===== src/hw/rtl/lvn_fade.sv =====
// ----------------------------------------------------------------------------
// lvn_fade
// Quintic fade weight of a 16-bit fraction, with the multiplies spread over the stages.
// Registered as t1_r/sq_r, cube_r/lin_r, cube_d_r/inner_r, then fp_r; enable advances all.
// ----------------------------------------------------------------------------
module lvn_fade (
  input  logic        clk,
  input  logic        en,
  input  logic [15:0] t,
  output logic [16:0] w
);

  logic [15:0] t1_r;
  logic [15:0] sq_r;
  logic [19:0] lin_r;
  logic [15:0] cube_r;
  logic [15:0] cube_d_r;
  logic [19:0] inner_r;
  logic [31:0] sqp;
  logic [35:0] lp;
  logic [31:0] cp;
  logic [36:0] fp_r;

  assign sqp = t * t;
  assign cp  = sq_r * t1_r;
  assign lp  = 36'(t1_r) * 36'(20'd983040 - 20'(t1_r) * 20'd6);

  always_ff @(posedge clk) begin
    if (en) begin
      t1_r     <= t;
      sq_r     <= sqp[31:16];
      cube_r   <= cp[31:16];
      lin_r    <= lp[35:16];
      // hold the cube one stage so it meets the inner term of the same request
      cube_d_r <= cube_r;
      inner_r  <= 20'd655360 - lin_r;
      fp_r     <= 37'(cube_d_r) * 37'(inner_r);
    end
  end

  assign w = fp_r[32:16];

endmodule


===== config.mk =====
export PLATFORM = sky130hd
export DESIGN_NAME = lvn_fade
export DESIGN_NICKNAME = d
export VERILOG_FILES = /design/src/hw/rtl/lvn_fade.sv
export SDC_FILE = /design/constraint.sdc
export NUM_CORES = 2
export LEC_CHECK = 0
export BUFFER_PORTS_ARGS = -buffer_cell sky130_fd_sc_hd__buf_2
export CAP_MARGIN = 20
export CORE_ASPECT_RATIO = 0.7
export CORE_MARGIN = 10
export CORE_UTILIZATION = 45
export CTS_CLUSTER_SIZE = 8
export DETAILED_ROUTE_END_ITERATION = 10
export PLACE_DENSITY_LB_ADDON = 0.25
export SYNTH_ARGS = -nofsm -noshare
export SYNTH_HDL_FRONTEND = slang
export SYNTH_SLANG_ARGS = --single-unit

===== constraint.sdc =====
create_clock -name clk -period 8.1 [get_ports clk]
set_input_delay 1.215 -clock clk [delete_from_list [all_inputs] [get_ports clk]]
set_output_delay 1.215 -clock clk [all_outputs]
set_load 0.005 [all_outputs]

# Word level (Yosys, flattened, before mapping)
# Index checks and enable logic that the tools add are counted.
# Widths: inputs -> output; s select.
dict set report word_totals {
  ff_bits 137
  inputBits 18
  output_inout_bits 17
  word_cells 14
}
dict set report classes {
  addsub 2
  mul 5
}
# operator n
set ops {}
lappend ops {{$mul 16x16->32} 2}
lappend ops {{$mul 17x21->36} 1}
lappend ops {{$mul 16x20->33} 1}
lappend ops {{$sub 20x19->21 const A} 1}
lappend ops {{$sub 20x20->20 const A} 1}
lappend ops {{$mul 16x2->18 const B} 1}

# Depth between registers and ports, before layout
dict set report depth {
  ltp_word 3
  mapped_depth 34
  mapped_depth_nobuf 33
}

# Worst setup path after synthesis
# OpenSTA, ideal clock, no wires.
dict set report synth_timing {
  path_type {reg-to-reg}
  start {register t1_r[1]}
  end {register lin_r[17], data pin}
  setup_ns 0.262
  arrival_time_ns 8.178
  required_ns 7.838
  path_slack_ns -0.341
  path_stages_with_launch 32
  path_buffers 0
  synth_period_minus_slack_ns 8.441
  path_cell_list {edfxtp_1 > ha_1 > inv_1 > fa_1 > nand2b_1 > a21oi_2 > o221a_2 > nor3_1 > a311o_1 > nor4_4 > mux2_4 > a211oi_4 > and3_2 > fa_1 > inv_1 > fa_1 > fa_1 > inv_1 > fa_1 > fa_1 > inv_1 > fa_1 > inv_1 > ha_1 > o211ai_1 > a211oi_1 > nand3b_1 > a2111oi_0 > o21a_1 > nor3_1 > o21bai_1 > xor2_1}
}
dict set report synth_between {
  elab_chain_len 3
}
# element line
set synth_rtl {}
lappend synth_rtl {{start, declared} 13} ;# logic [15:0] t1_r;
lappend synth_rtl {{start signal, assigned} 30} ;# t1_r <= t;
lappend synth_rtl {{$mul 16x2->18} 26} ;# assign lp = 36'(t1_r) * 36'(20'd983040 - 20'(t1_r) * 20'd6);
lappend synth_rtl {{$sub 20x19->21} 26}
lappend synth_rtl {{$mul 17x21->36 (*)} 26}
lappend synth_rtl {{net lp[33]} 20} ;# logic [35:0] lp;
lappend synth_rtl {{end signal, assigned} 33} ;# lin_r <= lp[35:16];
lappend synth_rtl {{end, declared} 15} ;# logic [19:0] lin_r;
# Mark *: on every way through the listed nets, which the timed path passes. The rest lies on a longest branch.
# A chain may end at the register's enable or synchronous reset.

# Final worst setup path
dict set report layout_timing {
  start {register t1_r[5]}
  end {register lin_r[17], data pin}
}
# Same word-level chain as after synthesis.

==> results.txt <==
Status - finished, violations left
Violated checks - setup timing
Most used flip-flop cell after synthesis - edfxtp_1
Final HPWL DP - 78100 µm
RSZ-0062 raised after global routing - true
Detailed Route WL - 96600 µm
Input/output buffers - 34
Post-layout nets - 5606
H-tree levels - 4
Fin. Hold Viols - 0
Crit-path leading delay family - adder cells
Via count - 27600
GR Util met2 - 31.6%
Arr. time, crit path - 8.45 ns
Worst R2R End - lin_r[17]$_DFFE_PP_
Most common cell after layout, fill and taps aside - inv_1
DRC violations left - 0
CTS buffer count - 17
Remaining Overflow, GRT - 0
Hold WC Path Type - register to register
CP Launch Type - register
Dpl cells - 5441
Post-route ant nets - 0
Vias in the first global route - 29800
Die width - 373 µm
Clk_skew - 0.0115 ns
Final non-filler cell total - 5486
Worst skew pair latency - 0.46 ns
CP bufs+invs - 4
R2R setup slack - -0.16 ns
CTS hold repair buffers - 0
Critical path depth in cells - 29
Clock buffer depth - 2
Core ar. - 0.0864 mm²
CP most frequent cell - fa_1
Async set-reset flop share out of synthesis - 0%
Num rows - 90
Synthesized cell area - 0.0393 mm²
Synth warn - 0
Initial core utilization - 45.5%
GRT busiest layer - met2
Tcrit/Tclk final - 102%
Critical Path Start - t1_r[5]$_DFFE_PP_
Worst slew pin tran - 0.993 ns
Area Growth Syn to Fin - 8.92%
Final Wtd Congestion - 0.887
Slew Limit Headroom - 33.8%
Total Die Area - 0.0997 mm²
Number of synthesized register bits - 121
Met3 GRT Util - 3.28%
CTS tree - built
Worst setup EP type - register
Ports - 35
Reg-to-reg startpoint - t1_r[5]$_DFFE_PP_
# fillers - 8014
EDFF count, synth - 121
Worst-path maximum fanout - 5
Most frequent cells in the layout - 1037 x inv_1, 837 x fa_1, 575 x nand2_1, 419 x ha_1, 408 x and2_1
Worst EP required - 8.29 ns
Number of max-cap violations - 0
Inserted Diodes - 0
GRT Total Usage - 20.2%
Synth Area per Inst - 9.31 µm²
Drt first-iter violations - 1816
Cells on worst reg2reg path - 29
Kind of critical path - register to register
Library cells used by synthesis - 83
Post-Syn Instances - 4219
Syn_nets - 5500
CP max-delay cell - fa_1
Final setup vio count - 9
First-pass GRT wire length - 162000 µm
Largest net degree at the start of global routing - 63
Setup crit end - lin_r[17]$_DFFE_PP_
Slew Limit Fails - 0
Drt pass-1 iters - 5
Highest Clock Rate - 121 MHz
Layout cell share with drive strength beyond 1 - 8.26%
Vias per cell - 5.03
Final WS setup - -0.157 ns
Largest stage delay on the critical path - 0.52 ns
Routed len/inst - 17.6 µm
Root Driver - clkbuf_16
M1 GR Usage - 29.9%
Post-synthesis sequential area ratio - 9.25%
Min Clock Period, post-route - 8.26 ns
Die Span Y - 267 µm
Clock transition at path regs - 0.06 ns
Sink Count - 121
Initial antenna violation count - 0
metrics by stage:
step | hold WS (ns) | cell area (µm²) | setup WS, ns | utilization [%] | TNS (ns)
final | 0.416 | 42800 | -0.157 | 49.5 | -0.608
after global routing | 0.426 | 42800 | -0.516 | 49.5 | -5.64
after CTS | 0.419 | 42600 | -0.0617 | 49.3 | -0.0617
after detailed placement | 0.405 | 41800 | -0.209 | 48.4 | -1.27
after global placement | 0.402 | 41800 | -0.0859 | 48.4 | -0.150
after floorplan | 0.400 | 39400 | -0.0739 | - | -0.105
registers in the layout, indices dropped and copies added (netlist names):
register	cells
cube_d_r	16
cube_r	16
fp_r	17
inner_r	20
lin_r	20
sq_r	16
t1_r	16
cells in the mapped netlist (all sizes together), types with 3 or more instances:
library cell / number / area (µm²)
inv: 1042 / 3910
fa: 839 / 16800
nand2: 575 / 2160
ha: 424 / 5310
and2: 409 / 2560
clkbuf: 155 / 583
edfxtp: 121 / 3630
nor2: 109 / 409
xnor2: 79 / 692
a21oi: 57 / 293
o21ai: 40 / 200
xor2: 40 / 358
nor3: 34 / 170
nand3: 28 / 145
nor2b: 25 / 156
a211oi: 23 / 203
a21o: 21 / 158
and3: 19 / 133
nand4: 18 / 119
o21a: 18 / 135
nand2b: 16 / 100
or3: 10 / 68.8
buf: 9 / 56.3
o31ai: 9 / 72.6
nor4: 7 / 58.8
o211ai: 7 / 57.6
or2: 7 / 43.8
a2111oi: 6 / 77.6
a21boi: 5 / 37.5
nand3b: 5 / 37.5
o21bai: 5 / 37.5
a211o: 4 / 35.0
o41ai: 4 / 35.0
or4: 4 / 30.0
a22oi: 3 / 22.5
a31oi: 3 / 18.8
and4: 3 / 26.3
nand4b: 3 / 26.3
o22ai: 3 / 25.0
o311ai: 3 / 26.3
cell families (layout without fill, tap and decap cells):
kind of cell	count (synthesis)	count (layout)	synth area share, %
compound gates	228	228	4.08
xor+xnor	119	119	2.67
fa+ha+maj	1263	1263	56.3
buf+inv	1206	1323	11.6
flops	121	121	9.25
mux	4	4	0.118
other cells	1	1	0.00955
simple gates	1277	1277	16.0
layer usage:
layer / vias to the layer above / wire (µm)
li1: 12800 / -
met1: 14100 / 47700
met2: 738 / 42000
met3: 46 / 6060
met4: 0 / 789
met5: - / 0
layout make-up:
class                           count  area [µm²]  share of cell area [%]
Multi-Input combinational cell   2892       31300                    73.2
Inverter                         1042        3910                    9.14
Sequential cell                   121        3630                    8.50
Timing Repair Buffer              251        1840                    4.30
Tap cell                         1150        1440                    3.36
Clock buffer                       17         425                   0.995
Clock inverter                     13         198                   0.462
what timing repair did:
action / in CTS / in global routing
resized for setup: 14 / 21
pin swaps: 12 / 16
setup buffers: 7 / 8
endpoints found under the setup margin: 10 / 18
cloned: 0 / 0
how the worst min path moves through the flow:
stage / start / end / slack (ns) / depth (start not counted)
CTS: cube_r[2]$_DFFE_PP_ / cube_d_r[2]$_DFFE_PP_ / 0.42 / 0
floorplan: cube_r[0]$_DFFE_PP_ / cube_d_r[0]$_DFFE_PP_ / 0.40 / 0
global placement: cube_r[9]$_DFFE_PP_ / cube_d_r[9]$_DFFE_PP_ / 0.40 / 0
detailed placement: cube_r[2]$_DFFE_PP_ / cube_d_r[2]$_DFFE_PP_ / 0.40 / 0
global route: cube_r[7]$_DFFE_PP_ / cube_d_r[7]$_DFFE_PP_ / 0.43 / 0
finish: cube_r[9]$_DFFE_PP_ / cube_d_r[9]$_DFFE_PP_ / 0.42 / 0
Power is left out: the tool's default activity adds up to more than one toggle a clock period on the data nets, which glitch-free logic cannot reach.
