### config.mk
export PLATFORM = sky130hd
export DESIGN_NAME = lvn_hash
export DESIGN_NICKNAME = d
export VERILOG_FILES = /design/src/hw/rtl/lvn_pkg.sv /design/src/hw/rtl/lvn_hash.sv
export SDC_FILE = /design/constraint.sdc
export NUM_CORES = 1
export LEC_CHECK = 0
export ABC_AREA = 1
export BUFFER_PORTS_ARGS = -buffer_cell sky130_fd_sc_hd__buf_4
export CORE_MARGIN = 3
export CORE_UTILIZATION = 65
export CTS_BUF_LIST = sky130_fd_sc_hd__clkbuf_8
export CTS_CLUSTER_DIAMETER = 50
export DETAILED_ROUTE_END_ITERATION = 16
export GPL_TIMING_DRIVEN = 1
export PLACE_DENSITY_LB_ADDON = 0.25
export RECOVER_POWER = 100
export SKIP_LAST_GASP = 1
export SYNTH_ARGS = -nofsm -noshare
export SYNTH_HDL_FRONTEND = slang
export SYNTH_SLANG_ARGS = --single-unit
### constraint.sdc
create_clock -name clk -period 10.2 [get_ports clk]
set_clock_uncertainty 0.1 [all_clocks]
set_input_delay 2.04 -clock clk [delete_from_list [all_inputs] [get_ports clk]]
set_output_delay 2.04 -clock clk [all_outputs]
set_load 0.05 [all_outputs]
### src/hw/rtl/lvn_pkg.sv
// ----------------------------------------------------------------------------
// lvn_pkg
// Types and constants shared by the lattice value noise pipeline.
// ----------------------------------------------------------------------------
package lvn_pkg;

  localparam logic [31:0] HASH_INIT = 32'h9e3779b9;
  localparam logic [31:0] PRIME_X   = 32'h85ebca6b;
  localparam logic [31:0] PRIME_Y   = 32'hc2b2ae35;
  localparam logic [31:0] PRIME_Z   = 32'h27d4eb2f;
  localparam logic [31:0] MIX_A     = 32'h7feb352d;
  localparam logic [31:0] MIX_B     = 32'h846ca68b;

  localparam logic [1:0] MODE_1D = 2'd0;
  localparam logic [1:0] MODE_2D = 2'd1;

  // APB register addresses (word index)
  localparam logic [1:0] REG_SEED = 2'd0;

  typedef logic signed [17:0] corner_t;

endpackage

### src/hw/rtl/lvn_hash.sv
// ----------------------------------------------------------------------------
// lvn_hash
// Corner hash: products of the cell with the axis primes are given, this
// stage runs the avalanche finaliser over registered steps and maps to
// [-1,1). One multiplier between registers; enable advances all stages.
// ----------------------------------------------------------------------------
module lvn_hash (
  input  logic                  clk,
  input  logic                  en,
  input  logic [31:0]           h_in,
  output lvn_pkg::corner_t      value
);

  logic [31:0] m1_r, m2_r, m3_r, m4_r;
  logic [31:0] a1, a2, a3;

  assign a1 = h_in ^ (h_in >> 16);

  always_ff @(posedge clk) begin
    if (en) begin
      m1_r <= a1 * lvn_pkg::MIX_A;
      m2_r <= m1_r ^ (m1_r >> 15);
      m3_r <= m2_r * lvn_pkg::MIX_B;
      m4_r <= m3_r ^ (m3_r >> 16);
    end
  end

  assign a2 = m4_r >> 15;
  assign a3 = a2 - 32'd65536;
  assign value = lvn_pkg::corner_t'(a3[17:0]);

endmodule

==> Word-level counts from Yosys, hierarchy flattened <==
Cells that the tools add are included.
{ "totals": {"ff_bits": 128, "output_inout_bits": 18, "inputBits": 34} }
{ "op_classes": {"n_addsub": 1, "n_mul": 2, "bitwise": 3} }
{ "op_table": {"columns": ["operator", "n"], "rows": [
  ["32-bit by 16-bit XOR with 32-bit output", 2],
  ["32-bit by 31-bit multiplier with 32-bit output, second input constant", 1],
  ["32-bit by 32-bit multiplier with 32-bit output, second input constant", 1],
  ["32-bit by 17-bit XOR with 32-bit output", 1],
  ["17-bit by 17-bit subtractor with 18-bit output, second input constant", 1]
]} }

==> Depth between registers and ports, before layout <==
{ "depth": {"word_depth": 2, "mapped_depth": 32, "mapped_depth_nobuf": 32} }

==> Least setup slack after synthesis <==
No wires, ideal clock.
{ "synth_timing": {"path_type": "input -> register", "from": "in h_in[4]", "to": "reg m1_r[31], data pin", "arrival_ns": 7.881, "slack_ns": 1.966, "setup_time_ns": 0.253, "n_path_buf": 0, "required_ns": 9.847, "stages": 25, "cell_sequence": "or2_2 nand2_1 inv_1 ha_1 or2_2 nand2_1 inv_1 fa_1 fa_1 inv_1 fa_1 fa_1 fa_1 fa_1 fa_1 inv_1 ha_1 inv_1 nor3_1 nand2_1 nor4_1 a21o_1 inv_1 nand3_1 nand2_1"} }
{ "synth_between": {"elab_chain_cells": 2} }
{ "synth_lines": {"columns": ["item", "line", "text"], "rows": [
  ["start: declaration", "lvn_hash.sv:10", "input logic [31:0] h_in,"],
  ["32-bit by 16-bit XOR with 32-bit output", "lvn_hash.sv:17", "assign a1 = h_in ^ (h_in >> 16);"],
  ["32-bit by 31-bit multiplier with 32-bit output", "lvn_hash.sv:21", "m1_r <= a1 * lvn_pkg::MIX_A;"],
  ["end signal: assignment", "lvn_hash.sv:21", null],
  ["end: declaration", "lvn_hash.sv:14", "logic [31:0] m1_r, m2_r, m3_r, m4_r;"]
]} }
Every way passes these cells.
A chain may end at the register's enable or synchronous reset.

==> Worst setup path in the final report <==
{ "layout_timing": {"from": "in h_in[21]", "to": "reg m1_r[31], data pin"} }
The elaborated chain is that of the path after synthesis.

==> summary.log <==
qor: synthesis.synth.top_cells.by_area sky130_fd_sc_hd__fa_1 (33%), sky130_fd_sc_hd__ha_1 (23%), sky130_fd_sc_hd__edfxtp_1 (14%)
qor: synthesis.syn_area 21100 um^2
qor: flow_run.number_of_violations_of_the_max_capacitance_limit 2
qor: run_status.failed_checks max-capacitance violations, max-slew violations
qor: cts.cts_max_level 3
qor: route.detailedRoute.firstPassIterationCount 5
qor: synthesis.yosysWarningCount 0
qor: synthesis.synth_top_area_cell sky130_fd_sc_hd__fa_1
qor: route.viasPerCell 5.480
qor: route.drt-wirelength-per-cell 19.82 um
qor: global_route.grt_max_degree 65
qor: sta.finalMaxSlewViolations 101
qor: synthesis.synth-seq-area-share 13.95%
qor: sta.fmaxAchievable 0.1097 GHz
qor: sta.setup_viol 0
qor: global_route.grt_pass1_wl 84.19 mm
qor: worst_setup_path.criticalPathCategory input pin to register
qor: worst_setup_path.critical_path_required 10.25 ns
qor: cts.cts_repair_resize_count 0
qor: cells_and_area.fin_nets 3020
qor: sta.slew_at_the_pin_with_the_worst_max_slew_slack 3.520 ns
qor: global_route.grt_usage 32.49%
qor: synthesis.avgSynthCellArea 9.555 um^2
qor: route.drt_iter0_markers 1086
qor: floorplan.dieWidth 186.2 um
qor: cells_and_area.drive_above_1_share 3.582%
qor: worst_setup_path.crit_top_cell sky130_fd_sc_hd__fa_1
qor: worst_setup_path.data_arrival_time_at_the_worst_slack_endpoint 9.16 ns
qor: cells_and_area.utilization 69.18%
qor: sta.hold_ws 0.3018 ns
qor: worst_setup_path.crit_path_max_fanout 9
qor: hold_path.timing.hold.worst.class register to register
qor: synthesis.synth_top_cell_area_share 33.12%
qor: floorplan.top_level_ports 52
qor: sta.setup_repair_after_global_routing_missed_its_margin no
qor: synthesis.dominantRegCellSynth sky130_fd_sc_hd__edfxtp_1
qor: cts.clock_path_buffers 2
qor: cts.clock_latency 0.39 ns
qor: synthesis.flop_and_latch_count_out_of_synthesis 98
qor: global_route.first_global_vias 15900
qor: sta.period_share 89.37%
qor: cts.cts_made_buffers 9
qor: worst_setup_path.cp_startpoint_kind input pin
qor: sta.setup_tns 0 ns
qor: route.drc_errors 0
qor: route.vias 14780
qor: floorplan.fp-row-count 65
qor: run_status.result_of_the_run finished with violations
qor: worst_setup_path.end_kind register
qor: cts.post-cts-setup-buffer-count 0
qor: place.dpl.hpwl 47.44 mm
qor: worst_setup_path.critical_path.slowest_cell sky130_fd_sc_hd__fa_1
qor: synthesis.synth.lib_cells_used.distinct 44
qor: place.port_buffers 51
qor: sta.timing.final.crit_period 9.116 ns
qor: worst_setup_path.worst_path_largest_cell_delay 0.52 ns
qor: cts.ctsHoldBuffers 0
qor: cts.cts_tree done
qor: floorplan.area_of_the_die 34660 um^2
qor: synthesis.netlist_instances 2208
qor: global_route.global_route.overflow_total 0
qor: cts.cts_sinks 98
qor: cells_and_area.antenna_cells 0
qor: synthesis.postSynthNetCount 2972
qor: sta.relative_slew_slack -134.7%
qor: floorplan.die-height 186.2 um
qor: route.wl 53.43 mm
qor: worst_setup_path.critical_path.top_delay_family adder cells
qor: global_route.antenna_found_initial 0
qor: sta.final-hold-violation-count 0
qor: cells_and_area.nFillCells 2501
qor: floorplan.core 31800 um^2
qor: route.antenna_left 0
qor: cts.ctsRootBufferMaster sky130_fd_sc_hd__clkbuf_8
qor: cts.worst_setup_hold_path_clk_slew 0.12 ns
qor: worst_setup_path.worst-path-buf-inv 7
qor: place.routabilityCongestion 1.081
qor: synthesis.async_flop_share 0%
qor: floorplan.start_util 66.35%
qor: synthesis.synth_enable_flop_cells 98
qor: cells_and_area.area_growth 4.270%
-- cell type report --
class                      count  area, um^2  area share, %
clock buffer                   9       123.9         0.5631
clock inverter                 7       98.84         0.4493
inverter                     668        2507          11.40
multi-input combinational   1424       15460          70.29
sequential                    98        2943          13.38
tap                          435       544.3          2.474
timing repair buffer          55       319.1          1.450
-- layout by cell type (no fill, tap or decap), drive strengths merged, types with 2 or more instances in the layout --
cell type,n
a21boi,3
buf,30
nand4,9
inv,670
a21o,12
xor2,75
edfxtp,98
nor4,4
nand2,266
ha,381
or2,7
o211ai,2
o21bai,14
nor3,9
nand3,60
clkbuf,34
xnor2,40
clkinv,3
nand3b,4
a31oi,4
o21ai,34
o31ai,3
fa,349
nor2,72
a21oi,68
-- logic make-up after synthesis --
group,after synthesis,synth area share (%)
adders and majority gates,730,55.71
buffers and inverters,686,12.54
and+or+nand+nor,432,8.783
AOI/OAI and AO/OA,147,4.240
xor gates and xnor gates,115,4.774
DFF,98,13.95
-- per-layer routing --
metal  routed length (um)  part of all wire (%)  vias up  global-route usage [%]
li1                     -                     -     6819                       -
met1                20440                    38     7165                   39.16
met2                26220                    49      594                   56.33
met3                 3007                   5.6      197                   4.278
met4                 3765                   7.0        0                   18.77
met5                    0                     0        -                       0
-- synth_stat cells (3+ instances only) --
cell / n
sky130_fd_sc_hd__nor4_1: 4
sky130_fd_sc_hd__inv_1: 664
sky130_fd_sc_hd__ha_1: 381
sky130_fd_sc_hd__nand2_1: 249
sky130_fd_sc_hd__xor2_1: 75
sky130_fd_sc_hd__nand3_2: 4
sky130_fd_sc_hd__xnor2_1: 40
sky130_fd_sc_hd__o21ai_0: 26
sky130_fd_sc_hd__buf_4: 17
sky130_fd_sc_hd__a21o_1: 12
sky130_fd_sc_hd__edfxtp_1: 98
sky130_fd_sc_hd__fa_1: 349
sky130_fd_sc_hd__o21ai_2: 3
sky130_fd_sc_hd__nand2_2: 17
sky130_fd_sc_hd__nand3_1: 56
sky130_fd_sc_hd__o31ai_1: 3
sky130_fd_sc_hd__nand4_1: 9
sky130_fd_sc_hd__inv_2: 4
sky130_fd_sc_hd__nor3_1: 9
sky130_fd_sc_hd__or2_2: 6
sky130_fd_sc_hd__nor2_1: 68
sky130_fd_sc_hd__o21bai_1: 13
sky130_fd_sc_hd__o21ai_1: 5
sky130_fd_sc_hd__a31oi_1: 4
sky130_fd_sc_hd__nand3b_1: 4
sky130_fd_sc_hd__a21oi_1: 65
sky130_fd_sc_hd__nor2_2: 3
-- per-stage QoR --
step / cells / area [um^2] / setup WS (ns)
floorplan: 2208 / 21100 / 1.966
global placement: 2680 / 21920 / 1.234
detailed placement: 2680 / 21920 / 1.096
CTS: 2696 / 22140 / 1.499
global route: 2696 / 22000 / 0.7574
finish: 2696 / 22000 / 1.084
-- path summary, 6_finish.rpt --
| check | cells after the start | startpoint | slack (ns) | to |
|---|---|---|---|---|
| max | 25 | h_in[21] | 1.08 | m1_r[31]$_DFFE_PP_ |
| max reg2reg | 21 | m2_r[2]$_DFFE_PP_ | 3.64 | m3_r[31]$_DFFE_PP_ |
| min | 0 | m3_r[16]$_DFFE_PP_ | 0.30 | m4_r[16]$_DFFE_PP_ |
| min reg2reg | 0 | m3_r[16]$_DFFE_PP_ | 0.30 | m4_r[16]$_DFFE_PP_ |
-- worst reg2reg max path, cell delays in order, from the launching register on --
cell	delay, ns
sky130_fd_sc_hd__edfxtp_1	0.74
sky130_fd_sc_hd__ha_1	0.53
sky130_fd_sc_hd__inv_1	0.12
sky130_fd_sc_hd__fa_1	0.48
sky130_fd_sc_hd__inv_1	0.08
sky130_fd_sc_hd__ha_1	0.14
sky130_fd_sc_hd__inv_1	0.05
sky130_fd_sc_hd__fa_1	0.35
sky130_fd_sc_hd__inv_1	0.08
sky130_fd_sc_hd__fa_1	0.45
sky130_fd_sc_hd__fa_1	0.61
sky130_fd_sc_hd__fa_1	0.47
sky130_fd_sc_hd__fa_1	0.50
sky130_fd_sc_hd__ha_1	0.38
sky130_fd_sc_hd__a21oi_1	0.23
sky130_fd_sc_hd__o21ai_0	0.17
sky130_fd_sc_hd__a21oi_1	0.16
sky130_fd_sc_hd__o21ai_0	0.10
sky130_fd_sc_hd__a21oi_1	0.34
sky130_fd_sc_hd__inv_1	0.08
sky130_fd_sc_hd__nand2_1	0.07
sky130_fd_sc_hd__nand2_1	0.10
-- state kept, by name (all words and copies together) (netlist names) --
name  count
m4_r     17
m2_r     32
m3_r     17
m1_r     32
Power is left out: the tool's default activity adds up to more than one toggle a clock period on the data nets, which glitch-free logic cannot reach.
