==> config.mk <==
export PLATFORM = sky130hd
export DESIGN_NAME = lvn_lerp
export DESIGN_NICKNAME = d
export VERILOG_FILES = /design/src/hw/rtl/lvn_pkg.sv /design/src/hw/rtl/lvn_lerp.sv
export SDC_FILE = /design/constraint.sdc
export NUM_CORES = 1
export LEC_CHECK = 0
export BUFFER_PORTS_ARGS = -buffer_cell sky130_fd_sc_hd__buf_2
export CAP_MARGIN = 15
export CORE_AREA = 2 2 198 239
export DETAILED_ROUTE_END_ITERATION = 16
export DIE_AREA = 0 0 200 241
export GPL_ROUTABILITY_DRIVEN = 0
export PLACE_DENSITY_LB_ADDON = 0.2
export SLEW_MARGIN = 40
export SYNTH_ARGS = -nofsm -noshare
export SYNTH_HDL_FRONTEND = slang
export SYNTH_SLANG_ARGS = --single-unit
==> constraint.sdc <==
create_clock -name clk -period 12.1 [get_ports clk]
set_clock_uncertainty 0.05 [all_clocks]
set_input_delay 1.21 -clock clk [delete_from_list [all_inputs] [get_ports clk]]
set_output_delay 1.21 -clock clk [all_outputs]
set_load 0.1 [all_outputs]
==> src/hw/rtl/lvn_pkg.sv <==
// ----------------------------------------------------------------------------
// lvn_pkg
// Types and constants shared by the lattice value noise pipeline.
// ----------------------------------------------------------------------------
package lvn_pkg;

  localparam logic [31:0] HASH_INIT = 32'h9e3779b9;
  localparam logic [31:0] PRIME_X   = 32'h85ebca6b;
  localparam logic [31:0] PRIME_Y   = 32'hc2b2ae35;
  localparam logic [31:0] PRIME_Z   = 32'h27d4eb2f;
  localparam logic [31:0] MIX_A     = 32'h7feb352d;
  localparam logic [31:0] MIX_B     = 32'h846ca68b;

  localparam logic [1:0] MODE_1D = 2'd0;
  localparam logic [1:0] MODE_2D = 2'd1;

  // APB register addresses (word index)
  localparam logic [1:0] REG_SEED = 2'd0;

  typedef logic signed [17:0] corner_t;

endpackage

==> src/hw/rtl/lvn_lerp.sv <==
// ----------------------------------------------------------------------------
// lvn_lerp
// One registered blend step: a + floor(w*(b-a)/65536).
// ----------------------------------------------------------------------------
module lvn_lerp (
  input  logic             clk,
  input  logic             en,
  input  lvn_pkg::corner_t a,
  input  lvn_pkg::corner_t b,
  input  logic [16:0]      w,
  output lvn_pkg::corner_t y
);

  logic signed [18:0] d;
  logic signed [36:0] p;
  logic signed [18:0] s;

  assign d = 19'(b) - 19'(a);
  assign p = $signed({1'b0, w}) * d;
  assign s = 19'(a) + p[34:16];

  always_ff @(posedge clk) begin
    if (en) begin
      y <= s[17:0];
    end
  end

endmodule

* Word-level counts from Yosys, hierarchy flattened
Cells that the tools add are included.
Word-level totals: flip-flop bits (word level) 18, bits of input ports 55, logic and storage cells 4
Operators by class: add/sub/neg operators 2, multipliers 1
Operators by type and width (count):
- $mul A18 B19 Y34 | 1
- $sub A18 B18 Y19 | 1
- $add A18 B18 Y18 | 1

* Logic depth before layout (Yosys ltp)
Gate-level depths: netlist of the first run.
depth in word-level cells 3, gate-level depth with buffers 43, gate-level depth less buffers 42

* Worst setup path after synthesis of the first run
No wires, ideal clock.
path type input-to-reg, from input a[2], to register y[17] (data pin), setup time 0.262 ns, arrival 9.625 ns, data required time 11.788 ns, path slack 2.163 ns, stages on the path 40, cell sequence inv_1 ha_1 nor2b_1 o31a_1 o2111ai_1 a21o_1 nand2_1 a21oi_1 o21bai_1 a21oi_4 buf_4 mux2i_1 fa_1 inv_1 fa_1 fa_1 inv_1 fa_1 (+4 left out) ha_1 a21o_1 a21o_1 a211oi_2 o211ai_2 a31oi_1 o21ai_0 xor2_1 ha_1 or3_1 nor2_1 o21bai_1 a21o_1 a21oi_1 o31ai_1 xnor2_1 xnor2_1 xnor2_1
On the way: cells in the longest elaborated chain, start to end 3
RTL lines:
- start: declaration | line lvn_lerp.sv:8 | input lvn_pkg::corner_t a,
- $sub A18 B18 Y19 | line lvn_lerp.sv:18 | assign d = 19'(b) - 19'(a);
- $mul A18 B19 Y34 | line lvn_lerp.sv:19 | assign p = $signed({1'b0, w}) * d;
- $add A18 B18 Y18 * | line lvn_lerp.sv:20 | assign s = 19'(a) + p[34:16];
- net s[17] | line lvn_lerp.sv:16 | logic signed [18:0] s;
- end signal: assignment | line lvn_lerp.sv:24 | y <= s[17:0];
- end: declaration | line lvn_lerp.sv:11 | output lvn_pkg::corner_t y
Mark *: on every way through the listed nets, which the timed path passes. The rest lies on a longest branch. A chain may end at the register's enable or synchronous reset.

* Worst setup path in the final report of the first run
from input a[1], to register y[16] (data pin)
Same word-level chain as after synthesis.

==> results of run 1 <==
[layout make-up]
type                    instances  area share, %
clock buffers                   3          0.508
clock inverters                 1         0.0254
well taps                     616           5.22
inverters                     401           10.2
multi-input cells            1045           77.1
repair buffers                 89           3.30
flip-flops and latches         18           3.66
[layer usage]
layer	share of wire, %	wire (um)	track usage (%)	vias to the layer above
met5	0	0	0	-
met4	2.2	799	3.19	0
met3	1.5	516	1.12	39
met2	57	20300	31.2	110
met1	39	14000	17.6	5043
li1	-	-	-	4530
[layout by cell type, fill, tap and decap left out, types with 4 or more instances in the layout]
cell        n
o21ai_0    18
xnor2_1    50
nor3_1      5
a211oi_1    5
xnor2_2     4
mux2_1      5
nand2_1   160
ha_1      118
o21a_1      8
xor2_1     18
inv_1     401
and2_1    145
nor2b_1    28
nor2_1     24
and3_1      6
edfxtp_1   18
nand3_1     4
a21oi_1    39
a21o_1     19
buf_4      17
o21bai_1    6
nand2b_1   29
buf_2      72
fa_1      301
mux2i_1    12
[metrics by stage]
step                      area [um^2]  setup slack [ps]  std cells  util, %
after floorplan                 13600              2160       1521        -
after global placement          14700              1190       2169     32.1
after detailed placement        14700              1140       2169     32.1
after CTS                       14800              1390       2173     32.3
after global routing            14800               740       2173     32.3
final                           14800              1430       2173     32.3
[cells in the mapped netlist, drive strengths merged (6+ instances only)]
| library cell | instances |
|---|---|
| inv | 401 |
| fa | 302 |
| nand2 | 160 |
| and2 | 145 |
| ha | 119 |
| clkbuf | 56 |
| xnor2 | 54 |
| a21oi | 41 |
| nand2b | 29 |
| nor2b | 28 |
| nor2 | 24 |
| o21ai | 21 |
| a21o | 19 |
| edfxtp | 18 |
| xor2 | 18 |
| mux2i | 12 |
| o21a | 8 |
| a211oi | 6 |
| and3 | 6 |
| o21bai | 6 |
[worst max path at each step]
stage | start | endpoint | slack, ps | cells past startpoint
2_1_floorplan | a[2] | y[17]$_DFFE_PP_ | 2160 | 40
3_3_place_gp | a[1] | y[17]$_DFFE_PP_ | 1190 | 40
3_5_place_dp | a[1] | y[17]$_DFFE_PP_ | 1140 | 40
4_1_cts | a[1] | y[17]$_DFFE_PP_ | 1390 | 40
5_1_grt | a[1] | y[16]$_DFFE_PP_ | 740 | 40
6_report | a[1] | y[16]$_DFFE_PP_ | 1430 | 40
[kinds of logic after synthesis]
group                    Yosys count
AO/OA/AOI/OAI                    125
multiplexers                      17
adder cells (fa/ha/maj)          421
XOR/XNOR                          72
AND/OR/NAND/NOR                  410
buffers and inverters            458
flip-flops                        18
==> run metrics, run 1 <==
routed via count=just under 10k; post-synthesis compound-gate area fraction=~6.6%; Mapped Cells=1521; pin count of the biggest net entering global routing=38; 1st-iter DRT viols=~330; RSZ-0062 raised after global routing=no; Mapped Avg Cell Area=a little under 9 um^2; dpl hpwl=about 30 mm; largest family of logic cells by synthesized area=adder cells; Via density=roughly 4.5; fin crit period=10670 ps; Worst slew margin=46.8%; multi-input logic area=~0.011 mm^2; antenna violations before repair=3; total clock sinks=18; CTS tree=built; buffers added on ports=72; I/O pins=73; gr usage total=between 10% and 20%; WP buf/inv=6; maximum clock rate=around 94 MHz; Slew Viols, Final=0; CP Class=input port to flop; postcts setup bufs=0; ys async rst share=0%; Top reg by flops=y; WHS Path Cells=2; HP Class=input port to flop; Crit-path slowest cell=a2111oi_4; Largest register FFs=18; Post-synth EDFFs=18; # DRC=0; simple-gate share of the synthesized area=15.5%; clk slew on worst S/H paths=50 ps; NumNets Final=slightly above 2k; hold path endpoint=y[0]$_DFFE_PP_; Post-Synth Adder-Cell Area=roughly 55%; Startpoint Class=input port; post-cts gate resize count=0; share of the synthesized area in the top cell type=~44%; post-synthesis mux area share=about 1.3%; syn_nets=around 2.0k; CTS buffer count=3; core area=between 0.04 and 0.05 mm^2; Max clock buf depth=2; post-route ant nets=0; required time of the critical path=12050 ps; Synth Register Bits=18; first-pass GRT wire length=57.3 mm; sequential standard cell area=about 540 um^2; Worst path top cell family by delay=adder cells; Yosys top cell by area=fa_1; CTS Hold Bufs=0; Max Fanout on Critical Path=9; die width=roughly 200 um; Worst-Margin Slew=slightly below 800 ps; Worst EP arrival=around 11000 ps; element type at the critical path end=flop; status=finished, final reports clean; sequential area share after synthesis=under 10%; xor/xnor cell area share of the yosys netlist=about 4.6%; ANT cells=0; Detailed Routing Iterations Pass 1=4; count of different cell masters after synthesis=52; HP Start=a[0]; final hold vios=0; ys flop type=edfxtp_1; fillers=between 4k and 5k; Root Buffer=clkbuf_16; Final setup viols=0; Routed WL=roughly 36 mm; Post-Syn Area=between 0.01 and 0.015 mm^2; Regs by FF count=y (18); Fin Hold WS=between 1000 and 1500 ps; share of cells above drive strength 1=7.06%; Die Span Y=approximately 240 um; Syn. warnings=0; total gr overflow=0; Tcrit/Tclk final=88.2%; row count=between 80 and 90; Max-Cap Viols=0; Critical Path Max Stage Delay=between 600 and 700 ps; H-tree Lvls=1; DIE AREA=roughly 0.048 mm^2; setup tns final=0 ps; vias in the first global route=10.7k; ranking of synthesized cells by area=fa_1, inv_1, ha_1; Layout area overhead=8.48%; Avg WL per Cell=16.4 um; Initial Utilization=between 20 and 30%
Power of run 1 is left out: the tool's default activity adds up to more than one toggle a clock period on the data nets, which glitch-free logic cannot reach.
==> inputs of run 2 (changes only) <==
RECOVER_POWER = 25   (was default)
SLEW_MARGIN = 20   (was 40)
==> run metrics, run 2 (same netlist as run 1, synthesis figures left out) <==
# DRC=0; post-route ant nets=0; Regs by FF count=y (18); dpl hpwl=29.9 mm; DIE AREA=0.0482 mm^2; pre-CTS WS=between 1000 and 1500 ps; CTS Hold Bufs=0; utilization after layout=between 30% and 40%; HP Start=a[0]; Tcrit/Tclk final=just under 90%; Worst slew margin=32.8%; Detailed Routing Iterations Pass 1=5; CTS buffer count=3; CP Class=input port to flop; final hold vios=0; HP Class=input port to flop; Avg WL per Cell=between 15 and 20 um; postcts setup bufs=0; M1 WL=between 10 and 15 mm; crit-path most repeated cell=fa_1; required time of the critical path=about 12000 ps; core area=about 0.046 mm^2; total clock sinks=18; Slew Viols, Final=0; I/O pins=73; row count=86; maximum clock rate=93.3 MHz; element type at the critical path end=flop; Worst-Margin Slew=slightly above 1000 ps; critical path startpoint=a[0]; RSZ-0062 raised after global routing=no; CTS tree=built; commonest non-fill, non-tap cell in the layout=inv_1; status=finished, final reports clean; Layout area overhead=8.40%; Initial Utilization=29.8%; NumNets Final=2034; clk slew on worst S/H paths=50 ps; fin cells=approximately 2.2k; DR WL met2=around 20 mm; die width=200 um; Via density=around 4.5; placed cell count=about 2.2k; vias in the first global route=about 11k; Max clock buf depth=2; H-tree Lvls=1; share of cells above drive strength 1=about 6.9%; routed via count=9757; pin count of the biggest net entering global routing=38; post-cts gate resize count=0; Setup WS post-layout=about 1400 ps; Top reg by flops=y; Met3 Wirelength=~550 um; Root Buffer=clkbuf_16; antenna violations before repair=4; buffers added on ports=72; Critical Path Max Stage Delay=700 ps; Startpoint Class=input port; Crit-path slowest cell=xnor2_1; ANT cells=0; top routing layer in use=met4; Worst path top cell family by delay=adder cells; commonest non-fill, non-tap cells in the layout=inv_1, fa_1, nand2_1; Die Span Y=about 240 um; gr usage total=between 15 and 20%; Max-Cap Viols=0; Largest register FFs=18; total gr overflow=0; WP buf/inv=5; Routed WL=between 30 and 40 mm; 1st-iter DRT viols=~320; Worst EP arrival=roughly 11000 ps; Final setup viols=0; Max Fanout on Critical Path=10; first-pass GRT wire length=about 57 mm; setup tns final=0 ps; fin crit period=10720 ps
run 2: cell count changes in the layout (fill, tap and decap cells not counted):
cell and delta:
buf_2 -1, clkbuf_1 +1, fa_1 +1, fa_2 -1, xnor2_1 +1, xnor2_2 -1
run 2: path summary, 6_finish.rpt:
kind / to / slack [ps] / cells past startpoint
setup / recovery: y[17]$_DFFE_PP_ / 1380 / 37
hold / removal: y[0]$_DFFE_PP_ / 1230 / 2
run 2: metrics by stage:
| stage | hold slack (ps) | area (um^2) |
|---|---|---|
| global route | 1250 | 14800 |
| floorplan | 1270 | 13600 |
| detailed placement | 1500 | 14700 |
| CTS | 1230 | 14800 |
| finish | 1230 | 14800 |
| global placement | 1490 | 14700 |
run 2: cell type report:
type / count / area [um^2]
clock buffer: 3 / 75.1
clock inverter: 1 / 3.75
fill: 4838 / 31000
inverter: 401 / 1510
multi-input combinational: 1045 / 11400
sequential: 18 / 541
tap: 616 / 771
timing repair buffer: 89 / 487
run 2: layer usage:
metal	track usage, %	vias up
li1	-	4532
met1	17.6	5049
met2	30.6	126
met3	1.03	50
met4	3.97	0
met5	0	-
Power of run 2 is left out for the same reason.
==> inputs of run 3 (changes only) <==
BUFFER_PORTS_ARGS = -buffer_cell sky130_fd_sc_hd__buf_4   (was -buffer_cell sky130_fd_sc_hd__buf_2)
==> run metrics, run 3 (same netlist as run 1, synthesis figures left out) <==
Root Buffer=clkbuf_16; Worst-Margin Slew=1060 ps; HP Class=input port to flop; Final setup viols=0; Avg WL per Cell=between 15 and 20 um; setup tns final=0 ps; share of cells above drive strength 1=around 6.7%; first-pass GRT wire length=~60 mm; CP endpoint=y[17]$_DFFE_PP_; Worst path top cell family by delay=adder cells; Worst EP arrival=10840 ps; 1st-iter DRT viols=slightly above 400; clk slew on worst S/H paths=~50 ps; buffers added on ports=approximately 70; Via density=roughly 4.5; # DRC=0; antenna violations before repair=2; NumNets Final=approximately 2k; Regs by FF count=y (18); fin crit period=between 10000 and 15000 ps; DIE AREA=0.0482 mm^2; RSZ-0062 raised after global routing=no; pin count of the biggest net entering global routing=38; vias in the first global route=approximately 11k; Detailed Routing Iterations Pass 1=5; gr usage total=16.1%; critical path startpoint=b[0]; Crit-path slowest cell=fa_1; Initial Utilization=between 20 and 30%; Critical Path Max Stage Delay=a little over 500 ps; Max Fanout on Critical Path=16; CTS Hold Bufs=0; commonest non-fill, non-tap cells in the layout=inv_1, fa_1, nand2_1; Max-Cap Viols=0; Top reg by flops=y; WHS Path Cells=2; die width=approximately 200 um; CTS tree=built; CP Depth=40; CTS buffer count=3; post-cts gate resize count=0; final hold vios=0; maximum clock rate=91.8 MHz; post-route ant nets=0; dpl hpwl=just over 30 mm; status=finished, final reports clean; Tcrit/Tclk final=90.0%; required time of the critical path=12050 ps; WP buf/inv=7; ANT cells=0; I/O pins=73; total clock sinks=18; utilization after layout=between 30 and 40%; crit-path most repeated cell=fa_1; postcts setup bufs=0; core area=about 0.046 mm^2; H-tree Lvls=1; Routed WL=around 37 mm; Slew Viols, Final=0; Die Span Y=roughly 240 um; Largest register FFs=18; total gr overflow=0; Max clock buf depth=2; Worst slew margin=between 20% and 30%; Layout area overhead=9.63%; CP Class=input port to flop; Startpoint Class=input port; commonest non-fill, non-tap cell in the layout=inv_1; routed via count=between 9k and 10k; row count=between 80 and 90; element type at the critical path end=flop
==> run 3: layout make-up <==
type / count / area (um^2)
repair buffers: 90 / 672
clock inverters: 1 / 3.75
clock buffers: 3 / 75.1
multi-input cells: 1045 / 11400
well taps: 616 / 771
fillers: 4877 / 30800
inverters: 401 / 1510
flip-flops and latches: 18 / 541
==> run 3: worst min-delay path by stage <==
stage,startpoint,to
floorplan,en,y[0]$_DFFE_PP_
global placement,a[0],y[0]$_DFFE_PP_
detailed placement,a[0],y[0]$_DFFE_PP_
CTS,a[0],y[0]$_DFFE_PP_
global route,a[0],y[0]$_DFFE_PP_
finish,a[0],y[0]$_DFFE_PP_
==> run 3: routing by layer <==
metal / GRT usage (%) / part of all wire [%] / up-vias / routed length, um
li1: - / - / 4542 / -
met1: 19.0 / 39 / 5103 / 14600
met2: 31.8 / 57 / 116 / 21100
met3: 1.12 / 2.2 / 29 / 812
met4: 2.67 / 1.8 / 0 / 653
met5: 0 / 0 / - / 0
==> run 3: metrics by stage <==
step / cell area [um^2] / cells / hold slack (ps) / setup WS, ps
after floorplan: 13600 / 1521 / 1270 / 2160
after global placement: 14800 / 2170 / 1490 / 1070
after detailed placement: 14800 / 2170 / 1490 / 954
after CTS: 14900 / 2174 / 1220 / 1180
after global routing: 14900 / 2174 / 1230 / 665
final: 14900 / 2174 / 1230 / 1210
Power of run 3 is left out for the same reason.
